## src/hdl/qet_pkg.sv

```systemverilog
// Package for the quoted, escaped tokenizer.
// Holds the scan state type, the queue entry and status types, byte constants
// and the escape translation. It depends on nothing.
package qet_pkg;

   // Scan state of the front part.
   typedef enum logic [1:0] {
      MODE_SKIP   = 2'd0,
      MODE_PLAIN  = 2'd1,
      MODE_QUOTED = 2'd2
   } qet_mode_type;

   // Register indexes on the configuration port.
   typedef enum logic [2:0] {
      REG_DELIM_COUNT = 3'd0,
      REG_DELIM_A     = 3'd1,
      REG_DELIM_B     = 3'd2,
      REG_DELIM_C     = 3'd3,
      REG_DELIM_D     = 3'd4
   } qet_reg_type;

   localparam int unsigned CSR_ADDR_W = 5;

   // Byte codes.
   localparam logic [7:0] CHAR_SPACE     = 8'd32;
   localparam logic [7:0] CHAR_TAB       = 8'd9;
   localparam logic [7:0] CHAR_QUOTE     = 8'd34;
   localparam logic [7:0] CHAR_BACKSLASH = 8'd92;
   localparam logic [7:0] CHAR_LOWER_N   = 8'd110;
   localparam logic [7:0] CHAR_LOWER_R   = 8'd114;
   localparam logic [7:0] CHAR_LOWER_B   = 8'd98;
   localparam logic [7:0] CHAR_LOWER_T   = 8'd116;
   localparam logic [7:0] CHAR_LF        = 8'd10;
   localparam logic [7:0] CHAR_CR        = 8'd13;
   localparam logic [7:0] CHAR_BEL       = 8'd7;
   localparam logic [7:0] CHAR_HT        = 8'd9;

   localparam logic [2:0] DELIM_COUNT_RESET = 3'd1;
   localparam logic [7:0] DELIM_A_RESET     = 8'd44;

   // One queued job: a beat, and whether an end beat follows it.
   typedef struct packed {
      logic [7:0] token_byte;
      logic       token_end;
      logic       end_follows;
   } qet_entry_type;

   // Queue status seen by the front and back parts.
   typedef struct packed {
      logic full;
      logic empty;
   } qet_queue_status_type;

   // Translation of the byte after a backslash.
   function automatic logic [7:0] unescape(input logic [7:0] b);
      logic [7:0] r;
      case (b)
         CHAR_LOWER_N: r = CHAR_LF;
         CHAR_LOWER_R: r = CHAR_CR;
         CHAR_LOWER_B: r = CHAR_BEL;
         CHAR_LOWER_T: r = CHAR_HT;
         default:      r = b;
      endcase
      return r;
   endfunction

endpackage

```

## src/hdl/qet_queue.sv

```systemverilog
// Short queue of jobs between the front and back parts of the tokenizer.
// Register-based first-in first-out store; depends on qet_pkg.
module qet_queue
   import qet_pkg::*;
#(
   parameter int unsigned DEPTH = 4
) (
   input  logic                 clock,
   input  logic                 reset,
   input  logic                 push,
   input  qet_entry_type        push_entry,
   input  logic                 pop,
   output qet_entry_type        head_entry,
   output qet_queue_status_type status
);

   localparam int unsigned PTR_W = (DEPTH > 1) ? $clog2(DEPTH) : 1;
   localparam int unsigned CNT_W = $clog2(DEPTH + 1);

   qet_entry_type    mem_ff [DEPTH];
   logic [PTR_W-1:0] wr_ptr_ff, wr_ptr_in;
   logic [PTR_W-1:0] rd_ptr_ff, rd_ptr_in;
   logic [CNT_W-1:0] count_ff, count_in;

   // Pointer and fill count updates, with wrap at the queue depth.
   always_comb begin
      wr_ptr_in = wr_ptr_ff;
      rd_ptr_in = rd_ptr_ff;
      count_in  = count_ff;
      if (push) begin
         wr_ptr_in = (wr_ptr_ff == PTR_W'(DEPTH - 1)) ? '0 : wr_ptr_ff + 1'b1;
      end
      if (pop) begin
         rd_ptr_in = (rd_ptr_ff == PTR_W'(DEPTH - 1)) ? '0 : rd_ptr_ff + 1'b1;
      end
      if (push && !pop) begin
         count_in = count_ff + 1'b1;
      end else if (pop && !push) begin
         count_in = count_ff - 1'b1;
      end
   end

   always_ff @(posedge clock) begin
      if (reset) begin
         wr_ptr_ff <= '0;
         rd_ptr_ff <= '0;
         count_ff  <= '0;
      end else begin
         wr_ptr_ff <= wr_ptr_in;
         rd_ptr_ff <= rd_ptr_in;
         count_ff  <= count_in;
      end
   end

   // Entry storage needs no reset.
   always_ff @(posedge clock) begin
      if (push) begin
         mem_ff[wr_ptr_ff] <= push_entry;
      end
   end

   assign head_entry   = mem_ff[rd_ptr_ff];
   assign status.full  = (count_ff == CNT_W'(DEPTH));
   assign status.empty = (count_ff == '0);

endmodule

```

## src/hdl/qet_front.sv

```systemverilog
// Front part of the tokenizer: accepts line beats, tracks the scan state and
// queues the token beats that each one causes. Depends on qet_pkg.
module qet_front
   import qet_pkg::*;
#(
   parameter int unsigned MAX_DELIMITERS = 4
) (
   input  logic                      clock,
   input  logic                      reset,
   input  logic                      req_tvalid,
   output logic                      req_tready,
   input  logic [7:0]                req_tdata,
   input  logic                      req_tlast,
   input  logic [7:0]                delim_bytes [MAX_DELIMITERS],
   input  logic [MAX_DELIMITERS-1:0] delim_active,
   input  qet_queue_status_type      queue_status,
   output logic                      push,
   output qet_entry_type             push_entry
);

   qet_mode_type mode_ff, mode_in;
   logic         esc_ff, esc_in;

   logic accept;
   logic is_space;
   logic is_quote;
   logic is_bslash;
   logic byte_is_delim;
   logic bslash_is_delim;
   logic plain_path;
   logic esc_now;

   assign req_tready = !queue_status.full;
   assign accept     = req_tvalid && req_tready;

   // Byte classification.
   assign is_space  = (req_tdata == CHAR_SPACE) || (req_tdata == CHAR_TAB);
   assign is_quote  = (req_tdata == CHAR_QUOTE);
   assign is_bslash = (req_tdata == CHAR_BACKSLASH);

   // Delimiter matching against the active registers.
   always_comb begin
      byte_is_delim   = 1'b0;
      bslash_is_delim = 1'b0;
      for (int i = 0; i < MAX_DELIMITERS; i++) begin
         if (delim_active[i] && (delim_bytes[i] == req_tdata)) begin
            byte_is_delim = 1'b1;
         end
         if (delim_active[i] && (delim_bytes[i] == CHAR_BACKSLASH)) begin
            bslash_is_delim = 1'b1;
         end
      end
   end

   // A non-blank byte while skipping is handled as an unquoted token byte.
   assign plain_path = (mode_ff == MODE_PLAIN) || ((mode_ff == MODE_SKIP) && !is_space);
   assign esc_now    = (mode_ff == MODE_PLAIN) && esc_ff;

   // Next scan state.
   always_comb begin
      mode_in = mode_ff;
      esc_in  = esc_ff;
      if (accept) begin
         if (req_tlast) begin
            mode_in = MODE_SKIP;
            esc_in  = 1'b0;
         end else begin
            case (mode_ff)
               MODE_QUOTED: begin
                  if (is_quote) begin
                     mode_in = MODE_PLAIN;
                  end
               end
               MODE_SKIP, MODE_PLAIN: begin
                  if (plain_path) begin
                     mode_in = MODE_PLAIN;
                     esc_in  = 1'b0;
                     if (!esc_now) begin
                        if (is_quote) begin
                           mode_in = MODE_QUOTED;
                        end else if (is_bslash) begin
                           esc_in = 1'b1;
                        end else if (byte_is_delim) begin
                           mode_in = MODE_SKIP;
                        end
                     end
                  end
               end
               default: begin
                  mode_in = MODE_SKIP;
                  esc_in  = 1'b0;
               end
            endcase
         end
      end
   end

   // Queued beats for the accepted item.
   always_comb begin
      push       = 1'b0;
      push_entry = '0;
      if (accept) begin
         if (req_tlast) begin
            if (mode_ff != MODE_SKIP) begin
               push = 1'b1;
               if (esc_ff && !bslash_is_delim) begin
                  push_entry.token_byte  = CHAR_BACKSLASH;
                  push_entry.end_follows = 1'b1;
               end else begin
                  push_entry.token_end = 1'b1;
               end
            end
         end else if (mode_ff == MODE_QUOTED) begin
            if (!is_quote) begin
               push                  = 1'b1;
               push_entry.token_byte = req_tdata;
            end
         end else if (plain_path) begin
            if (esc_now) begin
               push                  = 1'b1;
               push_entry.token_byte = unescape(req_tdata);
            end else if (byte_is_delim && !is_quote && !is_bslash) begin
               push                 = 1'b1;
               push_entry.token_end = 1'b1;
            end else if (!is_quote && !is_bslash) begin
               push                  = 1'b1;
               push_entry.token_byte = req_tdata;
            end
         end
      end
   end

   always_ff @(posedge clock) begin
      if (reset) begin
         mode_ff <= MODE_SKIP;
         esc_ff  <= 1'b0;
      end else begin
         mode_ff <= mode_in;
         esc_ff  <= esc_in;
      end
   end

endmodule

```

## src/hdl/qet_back.sv

```systemverilog
// Back part of the tokenizer: takes queued jobs and drives the token beats
// from an output register. Depends on qet_pkg.
module qet_back
   import qet_pkg::*;
(
   input  logic                 clock,
   input  logic                 reset,
   input  qet_entry_type        head_entry,
   input  qet_queue_status_type queue_status,
   output logic                 pop,
   output logic                 rsp_tvalid,
   input  logic                 rsp_tready,
   output logic [7:0]           rsp_tdata,   // token_byte
   output logic                 rsp_tlast    // token_end
);

   logic       valid_ff, valid_in;
   logic [7:0] byte_ff, byte_in;
   logic       end_ff, end_in;
   logic       extra_ff, extra_in;
   logic       take;

   // The output register is free when empty or when its beat leaves now.
   assign take = !valid_ff || rsp_tready;
   assign pop  = take && !extra_ff && !queue_status.empty;

   always_comb begin
      valid_in = valid_ff;
      byte_in  = byte_ff;
      end_in   = end_ff;
      extra_in = extra_ff;
      if (take) begin
         if (extra_ff) begin
            // Closing beat after a dangling backslash at line end.
            valid_in = 1'b1;
            byte_in  = '0;
            end_in   = 1'b1;
            extra_in = 1'b0;
         end else if (!queue_status.empty) begin
            valid_in = 1'b1;
            byte_in  = head_entry.token_byte;
            end_in   = head_entry.token_end;
            extra_in = head_entry.end_follows;
         end else begin
            valid_in = 1'b0;
         end
      end
   end

   always_ff @(posedge clock) begin
      if (reset) begin
         valid_ff <= 1'b0;
         extra_ff <= 1'b0;
      end else begin
         valid_ff <= valid_in;
         extra_ff <= extra_in;
      end
   end

   always_ff @(posedge clock) begin
      byte_ff <= byte_in;
      end_ff  <= end_in;
   end

   assign rsp_tvalid = valid_ff;
   assign rsp_tdata  = byte_ff;
   assign rsp_tlast  = end_ff;

endmodule

```

## src/hdl/quoted_escaped_tokenizer.sv

```systemverilog
// Quoted, escaped tokenizer: top level with the register port.
// Instantiates qet_front, qet_queue and qet_back; depends on qet_pkg.
//
// Line bytes enter on the req_ stream, one beat per byte; a beat with
// req_tlast high ends the line and its data is ignored. Token bytes leave on
// the rsp_ stream; a beat with rsp_tlast high (data zero) ends a token.
// Blanks before a token are dropped, a double quote switches quoting, and a
// backslash outside quotes escapes the next byte. Up to four delimiter bytes
// are set on the csr_ port (count at 0x0, bytes at 0x4 to 0x10).
// Throughput: one input beat per cycle while the queue is not full. Each
// input beat gives at most one output beat, except a line end with a
// backslash pending, which gives two. The front classifies an accepted beat
// in the same cycle and writes its job into the queue at the accepting edge;
// the output register loads it from the queue head once that register is free.
// The four-entry queue between front and back absorbs receiver stalls;
// req_tready falls only when that queue is full.
// Reset clears the scan state, the queue and the output register, and sets
// the delimiter count to one with comma as the first delimiter.
module quoted_escaped_tokenizer
   import qet_pkg::*;
#(
   parameter int unsigned MAX_DELIMITERS = 4,
   parameter int unsigned QUEUE_DEPTH    = 4
) (
   input  logic                  clock,
   input  logic                  reset,
   input  logic                  req_tvalid,
   output logic                  req_tready,
   input  logic [7:0]            req_tdata,   // line_byte
   input  logic                  req_tlast,   // line_end
   output logic                  rsp_tvalid,
   input  logic                  rsp_tready,
   output logic [7:0]            rsp_tdata,   // token_byte
   output logic                  rsp_tlast,   // token_end
   input  logic                  csr_psel,
   input  logic                  csr_penable,
   input  logic                  csr_pwrite,
   input  logic [CSR_ADDR_W-1:0] csr_paddr,
   input  logic [31:0]           csr_pwdata,
   output logic [31:0]           csr_prdata,
   output logic                  csr_pready
);

   logic [2:0]                count_ff;
   logic [7:0]                delim_ff [MAX_DELIMITERS];
   logic [MAX_DELIMITERS-1:0] delim_active;
   logic [2:0]                reg_index;
   logic                      csr_write;

   logic                      queue_push;
   logic                      queue_pop;
   qet_entry_type             push_entry;
   qet_entry_type             head_entry;
   qet_queue_status_type      queue_status;

   // Register port decode.
   assign csr_pready = 1'b1;
   assign reg_index  = csr_paddr[CSR_ADDR_W-1:2];
   assign csr_write  = csr_psel && csr_penable && csr_pwrite && csr_pready;

   // Delimiter count register.
   always_ff @(posedge clock) begin
      if (reset) begin
         count_ff <= DELIM_COUNT_RESET;
      end else if (csr_write && (reg_index == REG_DELIM_COUNT)) begin
         count_ff <= csr_pwdata[2:0];
      end
   end

   // Delimiter byte registers; writes to an absent one are dropped.
   always_ff @(posedge clock) begin
      if (reset) begin
         for (int i = 0; i < MAX_DELIMITERS; i++) begin
            delim_ff[i] <= (i == 0) ? DELIM_A_RESET : 8'd0;
         end
      end else if (csr_write) begin
         for (int i = 0; i < MAX_DELIMITERS; i++) begin
            if (reg_index == 3'(i + 1)) begin
               delim_ff[i] <= csr_pwdata[7:0];
            end
         end
      end
   end

   // A count above the register count simply enables them all.
   always_comb begin
      for (int i = 0; i < MAX_DELIMITERS; i++) begin
         delim_active[i] = (count_ff > 3'(i));
      end
   end

   // Register read back.
   always_comb begin
      csr_prdata = '0;
      case (reg_index)
         REG_DELIM_COUNT: csr_prdata = {29'd0, count_ff};
         default: begin
            for (int i = 0; i < MAX_DELIMITERS; i++) begin
               if (reg_index == 3'(i + 1)) begin
                  csr_prdata = {24'd0, delim_ff[i]};
               end
            end
         end
      endcase
   end

   qet_front #(
      .MAX_DELIMITERS(MAX_DELIMITERS)
   ) u_front (
      .clock       (clock),
      .reset       (reset),
      .req_tvalid  (req_tvalid),
      .req_tready  (req_tready),
      .req_tdata   (req_tdata),
      .req_tlast   (req_tlast),
      .delim_bytes (delim_ff),
      .delim_active(delim_active),
      .queue_status(queue_status),
      .push        (queue_push),
      .push_entry  (push_entry)
   );

   qet_queue #(
      .DEPTH(QUEUE_DEPTH)
   ) u_queue (
      .clock     (clock),
      .reset     (reset),
      .push      (queue_push),
      .push_entry(push_entry),
      .pop       (queue_pop),
      .head_entry(head_entry),
      .status    (queue_status)
   );

   qet_back u_back (
      .clock       (clock),
      .reset       (reset),
      .head_entry  (head_entry),
      .queue_status(queue_status),
      .pop         (queue_pop),
      .rsp_tvalid  (rsp_tvalid),
      .rsp_tready  (rsp_tready),
      .rsp_tdata   (rsp_tdata),
      .rsp_tlast   (rsp_tlast)
   );

   // The queue is never written while full nor read while empty.
   assert property (@(posedge clock) disable iff (reset)
      !(queue_push && queue_status.full) && !(queue_pop && queue_status.empty))
      else $error("tokenizer queue overrun or underrun");

   // No output beat at the first edge after reset is released.
   assert property (@(posedge clock) $fell(reset) |-> !rsp_tvalid)
      else $error("output beat present after reset");

   // A count register write lands with the written value.
   assert property (@(posedge clock) disable iff (reset)
      (csr_write && (reg_index == REG_DELIM_COUNT)) |=> (count_ff == $past(csr_pwdata[2:0])))
      else $error("delimiter count write lost");

   // An end-of-token beat carries no byte.
   assert property (@(posedge clock) disable iff (reset)
      (rsp_tvalid && rsp_tlast) |-> (rsp_tdata == 8'd0))
      else $error("end-of-token beat carries data");

endmodule

```

## config.mk

```make
export PLATFORM = sky130hd
export DESIGN_NAME = quoted_escaped_tokenizer
export DESIGN_NICKNAME = d
export VERILOG_FILES = /design/src/hdl/qet_pkg.sv /design/src/hdl/qet_queue.sv /design/src/hdl/qet_front.sv /design/src/hdl/qet_back.sv /design/src/hdl/quoted_escaped_tokenizer.sv
export SDC_FILE = /design/constraint.sdc
export NUM_CORES = 1
export LEC_CHECK = 0
export ABC_AREA = 1
export BUFFER_PORTS_ARGS = -buffer_cell sky130_fd_sc_hd__buf_2
export CORE_MARGIN = 3
export CORE_UTILIZATION = 57
export DETAILED_ROUTE_END_ITERATION = 7
export PLACE_DENSITY = 0.78
export SLEW_MARGIN = 20
export SYNTH_ARGS = -nofsm -noshare
export SYNTH_HDL_FRONTEND = slang
export SYNTH_HIERARCHICAL = 1
export SYNTH_SLANG_ARGS = --single-unit
```

## constraint.sdc

```tcl
create_clock -name clock -period 3.7 [get_ports clock]
set_clock_uncertainty 0.05 [all_clocks]
set_input_delay 1.11 -clock clock [delete_from_list [all_inputs] [get_ports clock]]
set_output_delay 1.11 -clock clock [all_outputs]
set_load 0.1 [all_outputs]
```

==> impl_results.md <==
* Outcome: complete, no violations
* CP Class: in -> out
* Avg Cell Area, Syn at 7.198 um2
* Total wire length at 14620 um
* Floorplan die height at 108.1 um
* Worst Path Arrival at 2.25 ns
* # rows at 36
* Area Overhead vs Synth at 7.786%
* Fraction of layout cells with a size suffix above 1 at 14.55%
* Largest net degree at the start of global routing at 36
* Asr flop ratio synth at 0%
* Mapped Cells at 826
* Total clock buffers created by CTS at 9
* Crit end category: primary output
* Antenna diode count at 0
* DP Wirelength at 11010 um
* Clk sinks at 98
* Initial antenna violation count at 0
* Slowest cell on the critical path: buf_2
* Layout Utilization at 64.38%
* H-tree Lvls at 3
* Mapped Area at 5946 um2
* FMAX at 293.4 MHz
* Fin nets at 921
* Slew at the pin closest to its max-slew limit at 0.7404 ns
* 1st-iter DRT viols at 576
* DRC viols at 0
* CTS tree: built
* Sequential-to-total area share from yosys stat at 41.25%
* Initial core utilization at 59.73%
* Share of the synthesized area in the top cell type at 24.75%
* PostCTS Resize Cnt at 0
* Overall power at 3613 uW
* Worst skew pair latency at 0.37 ns
* Final Critical Period at 3.408 ns
* Max-slew headroom at 50.57%
* CTS Buffer Depth at 2
* Main flop type after synthesis: edfxtp_1
* Crit Path Max Fanout at 12
* LEAKAGE at 0.002888 uW
* HP Class: reg -> reg
* Final Slew Violations at 0
* GRT Util Overall at 26.12%
* Post-CTS setup buffers at 0
* Die area at 11690 um2
* Root buf cell: clkbuf_8
* Yosys warning count at 6
* Clock slew at reported path FFs at 0.10 ns
* Yosys top cell by area: edfxtp_1
* IR drop worst, VDD at 549.9 uV
* Setup violators final at 0
* Setup TNS at 0 ns
* CP startpoint kind: primary input
* Number of global-route vias before repair at 4992
* GR Overflow Total at 0
* Hold buffers post-CTS at 0
* Routability cong. at 0.8998
* Vias/cell at 5.364
* CP required at 2.54 ns
* Crit-path cells: buf_2, buf_4, nand4_1, nand2_1, inv_1, a21oi_2, buf_12
* DR pass1 iterations at 6
* Cell Pwr Density at 563.8 nW/um2
* Top post-synthesis cells by count: nand2_1 (194), nor2_1 (164), inv_1 (85), nand3_1 (64)
* Routed length per instance at 14.63 um
* Ranking of synthesized cells by area: edfxtp_1 (25%), dfxtp_1 (16%), nand2_1 (12%)
* Largest stage delay, worst path at 0.26 ns
* Layout Cells excl Fill at 999
* Die width at 108.1 um
* Port bufs at 45
* Post-placement cell count at 983
* Boundary pin count at 97
* Max-cap viol count at 0
* Routed vias at 5359
* Tcrit/Tclk final at 92.12%
* CORE AREA at 9955 um2
* #FFs+latches synth at 98
* RSZ-0062 raised after global routing: no
* Synth unique cells at 43
* First-pass GRT wire length at 23780 um
* EDFF count, synth at 49
* Most frequent cell after synthesis: nand2_1
* Post-route ant nets at 0
* Hold Violations, Final at 0
layout by cell type (no fill, tap or decap), drive strengths merged:
master and count:
clkinv 1, fa 1, xor2 2, nor3 8, o21ai 41, nand4 11
o22ai 10, nor4 2, buf 51, a21oi 27, inv 103, edfxtp 49
o211ai 1, nand3 68, dfxtp 49, and2 1, nor2 180, clkinvlp 3
clkbuf 10, conb 25, a21boi 2, nand2 205, or2 3, xnor2 6
ha 6, a31oi 1
final timing paths:
path | startpoint | end | slack, ns | cells after the start
min reg2reg | u_back/rsp_tvalid | u_back/rsp_tvalid | 0.47 | 2
max | csr_paddr[2] | csr_prdata[4] | 0.29 | 7
max reg2reg | u_queue/count_ff[0] | u_queue/count_ff[2] | 0.97 | 14
min | u_back/rsp_tvalid | u_back/rsp_tvalid | 0.47 | 2
per-layer routing:
| layer | wire (um) | track usage, % | vias up |
|---|---|---|---|
| li1 | - | - | 2652 |
| met1 | 6507 | 35.20 | 2466 |
| met2 | 6713 | 42.18 | 206 |
| met3 | 1116 | 5.672 | 35 |
| met4 | 278 | 8.296 | 0 |
| met5 | 0 | 0 | - |
sequential cells by signal, indices dropped and copies added, names as in the netlist, 2 cells and up, named ones only:
signal and count:
count_ff 3, u_queue/count_ff 3, u_queue/mem_ff 40, u_queue/wr_ptr_ff 2, u_back/rsp_tdata 8, u_queue/rd_ptr_ff 2, delim_ff 32, u_front/mode_ff 2
logic make-up (layout without fill, tap and decap cells):
| family | count (synthesis) | in the layout | synth area share (%) |
|---|---|---|---|
| adder cells (fa/ha/maj) | 7 | 7 | 1.599 |
| flip-flops | 98 | 98 | 41.25 |
| buffers and inverters | 151 | 168 | 12.71 |
| AND/OR/NAND/NOR | 478 | 478 | 35.33 |
| other | 2 | 25 | 0.1263 |
| AO/OA/AOI/OAI | 82 | 82 | 7.807 |
| XOR/XNOR | 8 | 8 | 1.178 |
critical path: cells and delay by family:
family | cells | cell delay (ns)
compound gates | 1 | 0.22
buf+inv | 4 | 0.73
simple gates | 2 | 0.18
through the flow:
step,instance area (um2),hold slack (ns),worst slack [ns]
floorplan,6047,0.4080,0.03801
global placement,6230,0.4468,0.1704
detailed placement,6230,0.4601,0.02044
CTS,6409,0.4743,0.3120
global route,6409,0.4984,0.1103
finish,6409,0.4704,0.2916
layout make-up:
type / count / area [um2]
Tap cell: 133 / 166.4
Sequential cell: 98 / 2452
Multi-Input combinational cell: 600 / 2839
Clock inverter: 6 / 51.30
Fill cell: 901 / 3546
Inverter: 101 / 381.6
Clock buffer: 10 / 127.6
Timing Repair Buffer: 51 / 390.4
power by group:
| group | leakage [uW] | internal, uW | switching (uW) | total (uW) |
|---|---|---|---|---|
| Combinational | 0.00195 | 333 | 1170 | 1500 |
| Clock | 0.0000814 | 254 | 379 | 633 |
| Sequential | 0.000858 | 1350 | 129 | 1480 |
| Total | 0.00289 | 1940 | 1680 | 3610 |
Note: power is estimated with default switching activity, not from simulation.
